--- src/sv/pst_pkg.sv ---
`timescale 1ns / 1ps
// ----------------------------------------------------------------------------
// Per-slot stopwatch table package
// Transaction types, status codes and fixed constants shared by the
// stopwatch table modules.
// ----------------------------------------------------------------------------
package pst_pkg;

  // Event modes.
  localparam logic MODE_ENTRY = 1'b0;
  localparam logic MODE_EXIT  = 1'b1;

  // Result status codes.
  localparam logic [1:0] ST_OK         = 2'd0;
  localparam logic [1:0] ST_BAD_SLOT   = 2'd1;
  localparam logic [1:0] ST_REENTRY    = 2'd2;
  localparam logic [1:0] ST_EARLY_EXIT = 2'd3;

  // Region counter values: never entered, and the saturation point.
  localparam logic signed [31:0] COUNT_NEVER = -32'sd1;
  localparam logic signed [31:0] COUNT_TOP   = 32'sh7FFF_FFFF;

  // Reset value of the slot count register.
  localparam logic [6:0] ACTIVE_SLOTS_RESET = 7'd64;

  // Input transaction: one entry or exit event.
  typedef struct packed {
    logic        mode;
    logic [5:0]  slot;
    logic [47:0] timestamp;
  } pst_in_t;

  // Output transaction: status and the slot's values after the event.
  typedef struct packed {
    logic [1:0]         status;
    logic [47:0]        last_span;
    logic [63:0]        total_span;
    logic signed [31:0] region_count;
  } pst_out_t;

  // Write control from the update logic to the slot store.
  typedef struct packed {
    logic wr_en;
    logic inside_next;
  } pst_wr_t;

endpackage

--- src/sv/pst_update.sv ---
`timescale 1ns / 1ps
// ----------------------------------------------------------------------------
// Event update
// Checks one event against the slot state, computes the new record and
// builds the result transaction.
// ----------------------------------------------------------------------------
module pst_update #(
  parameter int MAX_SLOTS = 64,
  parameter int TIME_BITS = 48
) (
  input  pst_pkg::pst_in_t        item,
  input  logic [6:0]              active_slots,
  input  logic                    in_region,
  input  logic [2*TIME_BITS+95:0] rec,
  output logic [2*TIME_BITS+95:0] new_rec,
  output pst_pkg::pst_wr_t        wr,
  output pst_pkg::pst_out_t       result
);

  typedef struct packed {
    logic [TIME_BITS-1:0] start;
    logic [TIME_BITS-1:0] last;
    logic [63:0]          total;
    logic signed [31:0]   count;
  } rec_t;

  rec_t                 cur;
  rec_t                 upd;
  logic                 in_range;
  logic [TIME_BITS-1:0] ts;
  logic [TIME_BITS-1:0] elapsed;
  logic [64:0]          sum;
  logic signed [31:0]   count_base;
  logic [1:0]           status;

  assign cur = rec_t'(rec);

  // Slot must lie below both the programmed count and the table depth.
  assign in_range = (32'(item.slot) < 32'(active_slots)) &&
                    (32'(item.slot) < MAX_SLOTS);

  // Timestamp and elapsed time wrap at the time width.
  assign ts      = TIME_BITS'(item.timestamp);
  assign elapsed = ts - cur.start;
  assign sum     = {1'b0, cur.total} + 65'(elapsed);

  // A first entry moves the count off its never-entered value.
  assign count_base = (cur.count == pst_pkg::COUNT_NEVER) ? '0 : cur.count;

  // Status and next record.
  always_comb begin
    upd            = cur;
    wr.inside_next = 1'b0;
    if (!in_range) begin
      status = pst_pkg::ST_BAD_SLOT;
    end else if (item.mode == pst_pkg::MODE_ENTRY) begin
      if (in_region) begin
        status = pst_pkg::ST_REENTRY;
      end else begin
        status         = pst_pkg::ST_OK;
        upd.start      = ts;
        upd.count      = count_base;
        wr.inside_next = 1'b1;
      end
    end else begin
      if (!in_region) begin
        status = pst_pkg::ST_EARLY_EXIT;
      end else begin
        status    = pst_pkg::ST_OK;
        upd.last  = elapsed;
        upd.total = sum[64] ? '1 : sum[63:0];
        upd.count = (count_base < pst_pkg::COUNT_TOP) ? count_base + 32'sd1
                                                      : count_base;
      end
    end
    wr.wr_en = (status == pst_pkg::ST_OK);
  end

  assign new_rec = upd;

  // Result fields read zero for a slot out of range.
  always_comb begin
    result.status = status;
    if (in_range) begin
      result.last_span    = 48'(upd.last);
      result.total_span   = upd.total;
      result.region_count = upd.count;
    end else begin
      result.last_span    = '0;
      result.total_span   = '0;
      result.region_count = '0;
    end
  end

endmodule

--- config.mk ---
export PLATFORM = sky130hd
export DESIGN_NAME = pst_update
export DESIGN_NICKNAME = d
export VERILOG_FILES = /design/src/sv/pst_pkg.sv /design/src/sv/pst_update.sv
export SDC_FILE = /design/constraint.sdc
export NUM_CORES = 1
export LEC_CHECK = 0
export ABC_CLOCK_PERIOD_IN_PS = 20500
export BUFFER_PORTS_ARGS = -buffer_cell sky130_fd_sc_hd__buf_4
export CAP_MARGIN = 20
export CORE_AREA = 10 10 224 226
export DETAILED_ROUTE_END_ITERATION = 10
export DIE_AREA = 0 0 234 236
export PLACE_DENSITY = 0.45
export SLEW_MARGIN = 30
export SYNTH_ARGS = -nofsm -noshare
export SYNTH_HDL_FRONTEND = slang
export SYNTH_SLANG_ARGS = --single-unit
--- constraint.sdc ---
create_clock -name vclk -period 20.5
set_clock_uncertainty 0.15 [all_clocks]
set_input_delay 6.15 -clock vclk [all_inputs]
set_output_delay 6.15 -clock vclk [all_outputs]
set_load 0.05 [all_outputs]
# [After elaboration in Yosys (flattened, before gate mapping)]
# Index checks and enable logic that the tools add are counted.
[word_totals] regBits=0 wordCells=25
[classes] eq_ne=1 n_reduce_logical=1 add_sub_neg=3 order_cmp=2 mux=18
[op_table] cell="two-way mux 144 bit" count=2
[op_table] cell="two-way mux 192 bit" count=1
[op_table] cell="two-way mux 32 bit" count=4
[op_table] cell="two-way mux 112 bit" count=1
[op_table] cell="two-way mux 48 bit" count=2
[op_table] cell="adder 64 x 48 -> 65 bit" count=1
[op_table] cell="two-way mux 64 bit" count=1
[op_table] cell="subtractor 48 bit" count=1
[op_table] cell="adder 32 x 2 -> 32 bit (second input constant)" count=1
[op_table] cell="== test 32 x 1 -> 1 bit (second input constant)" count=1
[op_table] cell="< comparator 32 bit (second input constant)" count=1
[op_table] cell="two-way mux 2 bit" count=4
[op_table] cell="< comparator 6 x 7 -> 1 bit" count=1
[op_table] cell="two-way mux 1 bit" count=3
[op_table] cell="logical NOT 2 bit" count=1

# [Longest topological paths before layout]
# Gate-level depths: netlist of run 1.
[depth] word_depth=8 ltp_mapped=26 ltp_nobuf=24

# [Worst setup path after synthesis of run 1]
# Ideal clock, no wire load.
[synth_path] path_kind="input to output" start="input rec[153]" end="output result[44] (netlist name)" path_slack_ns=2.554 arrival_ns=11.646 path_stages=24 cell_sequence="inv_1 -> ha_1 -> nand2_1 -> nand3b_1 -> a221o_1 -> a21oi_1 -> o21ai_1 -> o31ai_2 -> o21a_1 -> o21ai_0 -> xnor2_1 -> inv_1 -> ha_1 -> clkbuf_1 -> nand4_1 -> or3_1 -> a41oi_1 -> o311ai_0 -> nand3_1 -> and2_1 -> buf_2 -> buf_2 -> nor2_1 -> a211oi_1"
[synth_rtl] item="start, declared" line_no="pst_update.sv:14" text="input logic [2*TIME_BITS+95:0] rec,"
[synth_rtl] item="end, declared" line_no="pst_update.sv:17" text="output pst_pkg::pst_out_t result"

# [Final worst setup path of run 1]
[layout_path] start="input item[4] (netlist name)" end="output new_rec[79]"
[layout_between] elab_chain_cells=6
[layout_rtl] item="start, declared" line_no="pst_update.sv:11" text="input pst_pkg::pst_in_t item,"
[layout_rtl] item="subtractor 48 bit" line_no="pst_update.sv:44" text="assign elapsed = ts - cur.start;"
[layout_rtl] item="adder 64 x 48 -> 65 bit" line_no="pst_update.sv:45" text="assign sum = {1'b0, cur.total} + 65'(elapsed);"
[layout_rtl] item="two-way mux 64 bit" line_no="pst_update.sv:71" text="upd.total = sum[64] ? '1 : sum[63:0];"
[layout_rtl] item="two-way mux 144 bit" line_no="pst_update.sv:66" text="if (!in_region) begin"
[layout_rtl] item="two-way mux 112 bit" line_no="pst_update.sv:56" text="end else if (item.mode == pst_pkg::MODE_ENTRY) begin"
[layout_rtl] item="two-way mux 192 bit" line_no="pst_update.sv:54" text="if (!in_range) begin"
[layout_rtl] item="end, declared" line_no="pst_update.sv:15" text="output logic [2*TIME_BITS+95:0] new_rec,"
# Every way passes these cells.

==> run_results.csv, run 1 <==
group,metric,value,unit
grt,track_usage,25.33,%
worst_hold_path,hold_class,"primary input to output port",
route,drt-pass1-iter-count,5,
grt,grt-ovfl-total,0,
cells_and_area,nets,2785,
power,ir_worst_vdd,35.53,uV
cells_and_area,seq_cells,0,
grt,grt_pass1_vias,15948,
timing,fin_setup_tns,0,ns
grt,antenna_found_initial,2,
route,first_iter_violations,1077,
die,coreArea,45860,um2
place,routabilityCongestion,0.9115,
timing,period_share,92.43,%
cells_and_area,design_area,16190,um2
setup_path,crit_slowest_cell,"nand2_1",
place,placed_cells,3027,
clocking,post_cts_buffers,0,
route,route.detailed.drc,0,
cells_and_area,mostFrequentLayoutCells,"606 x buf_4, 325 x nand2_1, 210 x a21oi_1",
timing,rsz0062_at_grt,"no",
setup_path,required,14.20,ns
place,dp_hpwl,64.18,mm
cells_and_area,final_common_cell,"buf_4",
setup_path,path_common_cell,"a21o_1",
die,ios,595,
timing,hold_viol_final,0,
die,die_y,236,um
die,rows,79,
setup_path,path_cells,"buf_4 > ha_1 > a21o_1 > a31oi_1 > a21boi_1 > a21oi_1 > o21ai_1 > o31ai_2 > o21a_1 > o21ai_0 > xnor2_1 > inv_1 > ha_1 > a21o_1 > a21o_1 > a21oi_1 > a41oi_1 > o311ai_0 > nand3_1 > nand2_1 > nand2_1 > o221a_2 > a21o_1 > buf_4",
cells_and_area,drive_gt1_share,27.30,%
clocking,postCtsHoldBufs,0,
synthesis,ys_types,76,
setup_path,cp.arrival,12.65,ns
cells_and_area,nFillCells,5218,
timing,slew_headroom,33.20,%
route,routed_wl,75.23,mm
power,leakage,7.846,nW
timing,min_period,18.95,ns
synthesis,ys_seq_area_share,0,%
setup_path,critPathKind,"primary input to output port",
route,postRouteAntennaNets,0,
synthesis,syn_avg_cell_area,5.818,um2
synthesis,syn_nets,2301,
die,initial_core_util,24.60,%
cells_and_area,final_cells,3029,
grt,grt_max_degree,95,
cells_and_area,regArea,0,um2
route,drt-vias-per-instance,5.410,
timing,setup_viol,0,
synthesis,yosys_warnings,0,
route,wl_per_cell,24.84,um
setup_path,crit_path_max_incr_delay,0.69,ns
job,max_cap_viol_count,0,
grt,grt_pass1_wl,108.3,mm
timing,tightest_slew,0.9982,ns
place,place_area,16160,um2
outcome,status,"finished clean",
power,power-per-cell-area,65.39,nW/um2
route,vias,16386,
synthesis,syn_area,11280,um2
die,dieArea,55220,um2
cells_and_area,n_clock_buffer,0,
die,die_w,234,um
setup_path,worstSetupStartpointType,"primary input",
timing,drv_slew,0,
synthesis,syn_inst,1939,
place,portBuffers,595,
clocking,cts_resized,0,
setup_path,cp-end-kind,"output port",
cells_and_area,area_delta_synth_final,43.51,%
timing,timing.fmax,52.77,MHz
setup_path,cp_max_fo,21,
## cell families after synthesis
logic type | count (synthesis) | synth area share [%]
AND/OR/NAND/NOR | 786 | 31.98
AO/OA/AOI/OAI | 697 | 37.81
buffers and inverters | 216 | 7.408
XOR/XNOR | 110 | 8.539
adder cells (fa/ha/maj) | 107 | 12.00
multiplexers | 23 | 2.262
## worst paths after layout
path | end | cells after the start | slack [ns] | start
setup / recovery | new_rec[79] | 24 | 1.55 | item[4]
hold / removal | new_rec[15] | 3 | 12.53 | rec[15]
## critical path: cells and delay by family
family,cells,cell delay (ns)
AOI/OAI and AO/OA,15,3.58
and+or+nand+nor,3,1.49
adders and majority gates,2,0.74
buffers and inverters,3,0.38
xor gates and xnor gates,1,0.30
## final cells by class
| cell class | count | area, um2 | area share, % |
|---|---|---|---|
| multi-input combinational | 1723 | 10510 | 64.92 |
| timing repair buffer | 607 | 4577 | 28.27 |
| tap | 607 | 759.5 | 4.691 |
| inverter | 91 | 341.6 | 2.110 |
| antenna | 1 | 2.502 | 0.01546 |
## cells in the mapped netlist, types with 35 or more instances
master    count  area, um2
nand2_1     327       1227
a21oi_1     210       1051
nor2_1      206      773.2
o21ai_0     205       1026
ha_1        105       1314
clkbuf_1     92      345.3
inv_1        90      337.8
a21o_1       81      608.1
xnor2_1      65      569.3
nand3_1      54      270.3
xor2_1       45      394.1
nand4_1      35      219.0
## where the power goes
part	internal (W)	switching, W	total [W]
Combinational	0.000325	0.000734	0.00106
Clock	0.00000000000653	0	0.00000000000654
Sequential	0	0	0
## per-stage QoR
step / setup slack (ns) / power (W) / utilization [%] / hold WS [ns]
after floorplan: 2.554 / 0.0006961 / - / 12.43
after global placement: 1.615 / 0.001056 / 35.19 / 12.52
after detailed placement: 1.538 / 0.001054 / 35.23 / 12.53
after CTS: 1.518 / 0.001059 / 35.23 / 12.53
after global routing: 0.9124 / 0.001125 / 35.30 / 12.54
final: 1.551 / 0.001059 / 35.30 / 12.53
## per-layer routing
metal / share of wire, % / GRT usage [%] / vias up / wire (um)
li1: - / - / 7918 / -
met1: 42 / 32.14 / 7801 / 31920
met2: 49 / 45.25 / 629 / 37230
met3: 6.6 / 3.529 / 38 / 4942
met4: 1.5 / 3.050 / 0 / 1144
met5: 0 / 0 / - / 0
Note: power is estimated with default switching activity, not from simulation.
==> inputs of run 2 (changes only) <==
==> constraint.sdc (replaced) <==
create_clock -name vclk -period 20.5
set_clock_uncertainty 0.15 [all_clocks]
set_input_delay 4.1 -clock vclk [all_inputs]
set_output_delay 4.1 -clock vclk [all_outputs]
set_load 0.05 [all_outputs]
==> run 2 against run 1 <==
Die area stayed put. Sequential cell count stayed put. Power decreased by 0.13%. Hold slack lost 4.1 ns. Sequential share of layout area stayed put. Critical path depth stayed put. Maximum frequency increased by 27%. Routed wire length fell by 0.10%. Clock-buffer cell count stayed put.
==> run_results.csv, run 2 (same netlist as run 1, synthesis figures left out) <==
group,metric,value,unit
route,postRouteAntennaNets,0,
cells_and_area,mostFrequentLayoutCells,"607 x buf_4, 325 x nand2_1, 210 x a21oi_1",
timing,setup_viol,0,
setup_path,path_common_cell,"a21o_1",
route,first_iter_violations,1189,
grt,grt_max_degree,95,
power,ir_worst_vdd,25.71,uV
die,dieArea,55220,um2
timing,hold_viol_final,0,
timing,slew_headroom,35.94,%
route,routed_wl,75.16,mm
timing,tightest_slew,0.9522,ns
cells_and_area,nFillCells,5238,
die,die_y,236,um
grt,top_usage_layer,"met2",
cells_and_area,n_clock_buffer,0,
place,portBuffers,595,
die,rows,79,
cells_and_area,final_common_cell,"buf_4",
outcome,status,"finished clean",
setup_path,cp.arrival,10.62,ns
timing,worst_slack,5.629,ns
grt,grt_util_met1,31.98,%
place,routabilityCongestion,0.9209,
setup_path,cp_max_fo,21,
setup_path,crit_path_max_incr_delay,0.73,ns
route,route.detailed.drc,0,
grt,grt-ovfl-total,0,
grt,track_usage,25.49,%
job,max_cap_viol_count,0,
cells_and_area,nets,2786,
place,place_area,16160,um2
route,drt-vias-per-instance,5.395,
die,ios,595,
grt,use_met3,4.249,%
setup_path,worstSetupStartpointType,"primary input",
place,dp_hpwl,64.24,mm
cells_and_area,multi_input_area,10500,um2
power,totalPowerFinal,0.001057,W
timing,period_share,72.54,%
die,initial_core_util,24.60,%
setup_path,critPathKind,"primary input to output port",
power,power-per-cell-area,65.29,nW/um2
worst_hold_path,hold_class,"primary input to output port",
setup_path,path_cells,"buf_4 > ha_1 > a21o_1 > a31oi_1 > a21boi_1 > a21oi_1 > o21ai_1 > o31ai_2 > o21a_1 > o21ai_0 > xnor2_1 > inv_1 > ha_1 > a21o_1 > a21o_1 > a21oi_1 > a41oi_1 > o311ai_0 > nand3_1 > nand2_1 > nand2_1 > o221a_2 > a21o_1 > buf_4",
setup_path,required,16.25,ns
die,die_w,234,um
grt,grt_pass1_wl,108.7,mm
timing,timing.fmax,67.24,MHz
setup_path,cp-end-kind,"output port",
grt,grt_pass1_vias,16062,
route,wl_per_cell,24.80,um
timing,min_period,14.87,ns
grt,grt_use_met2,45.49,%
cells_and_area,final_core_util,35.31,%
setup_path,crit_slowest_cell,"nand2_1",
clocking,post_cts_buffers,0,
place,post-place-ws,5.632,ns
die,coreArea,45860,um2
route,vias,16352,
route,drt-pass1-iter-count,5,
timing,fin_setup_tns,0,ns
cells_and_area,seq_cells,0,
cells_and_area,regArea,0,um2
timing,drv_slew,0,
cells_and_area,area_delta_synth_final,43.54,%
clocking,postCtsHoldBufs,0,
cells_and_area,design_area,16190,um2
grt,antenna_found_initial,7,
cells_and_area,drive_gt1_share,27.37,%
power,leakage,7.851,nW
clocking,cts_resized,0,
timing,rsz0062_at_grt,"no",
## run 2: final timing paths
kind	cells after the start	endpoint	startpoint	slack (ns)
max	24	new_rec[79]	item[4]	5.63
min	4	new_rec[130]	rec[130]	8.43
## run 2: layer usage
layer	vias to the layer above	wire (um)
met3	45	5109
met2	592	36980
met1	7786	31850
met4	6	1166
li1	7923	-
met5	-	47
## run 2: worst max-delay path, delay by kind of cell
family                   cells  cell delay (ns)
AO/OA/AOI/OAI               15             3.59
XOR/XNOR                     1             0.25
AND/OR/NAND/NOR              3             1.54
buffers and inverters        3             0.37
adder cells (fa/ha/maj)      2             0.73
## run 2: layout make-up
cell class	count	area share (%)
Antenna cell	2	0.03090
Inverter	91	2.109
Timing Repair Buffer	608	28.31
Tap cell	607	4.690
Multi-Input combinational cell	1723	64.86
## run 2: through the flow
step | instances | hold slack [ns]
2_1_floorplan | 1939 | 8.326
3_3_place_gp | 3028 | 8.426
3_5_place_dp | 3028 | 8.422
4_1_cts | 3028 | 8.426
5_1_grt | 3029 | 8.448
6_report | 3031 | 8.427
## run 2: power by group
group / internal (W) / leakage, nW / switching, W
combinational: 0.000325 / 7.85 / 0.000732
sequential: 0 / 0 / 0
clock: 0.0000000000132 / 0.0000127 / 0
total: 0.000325 / 7.85 / 0.000732
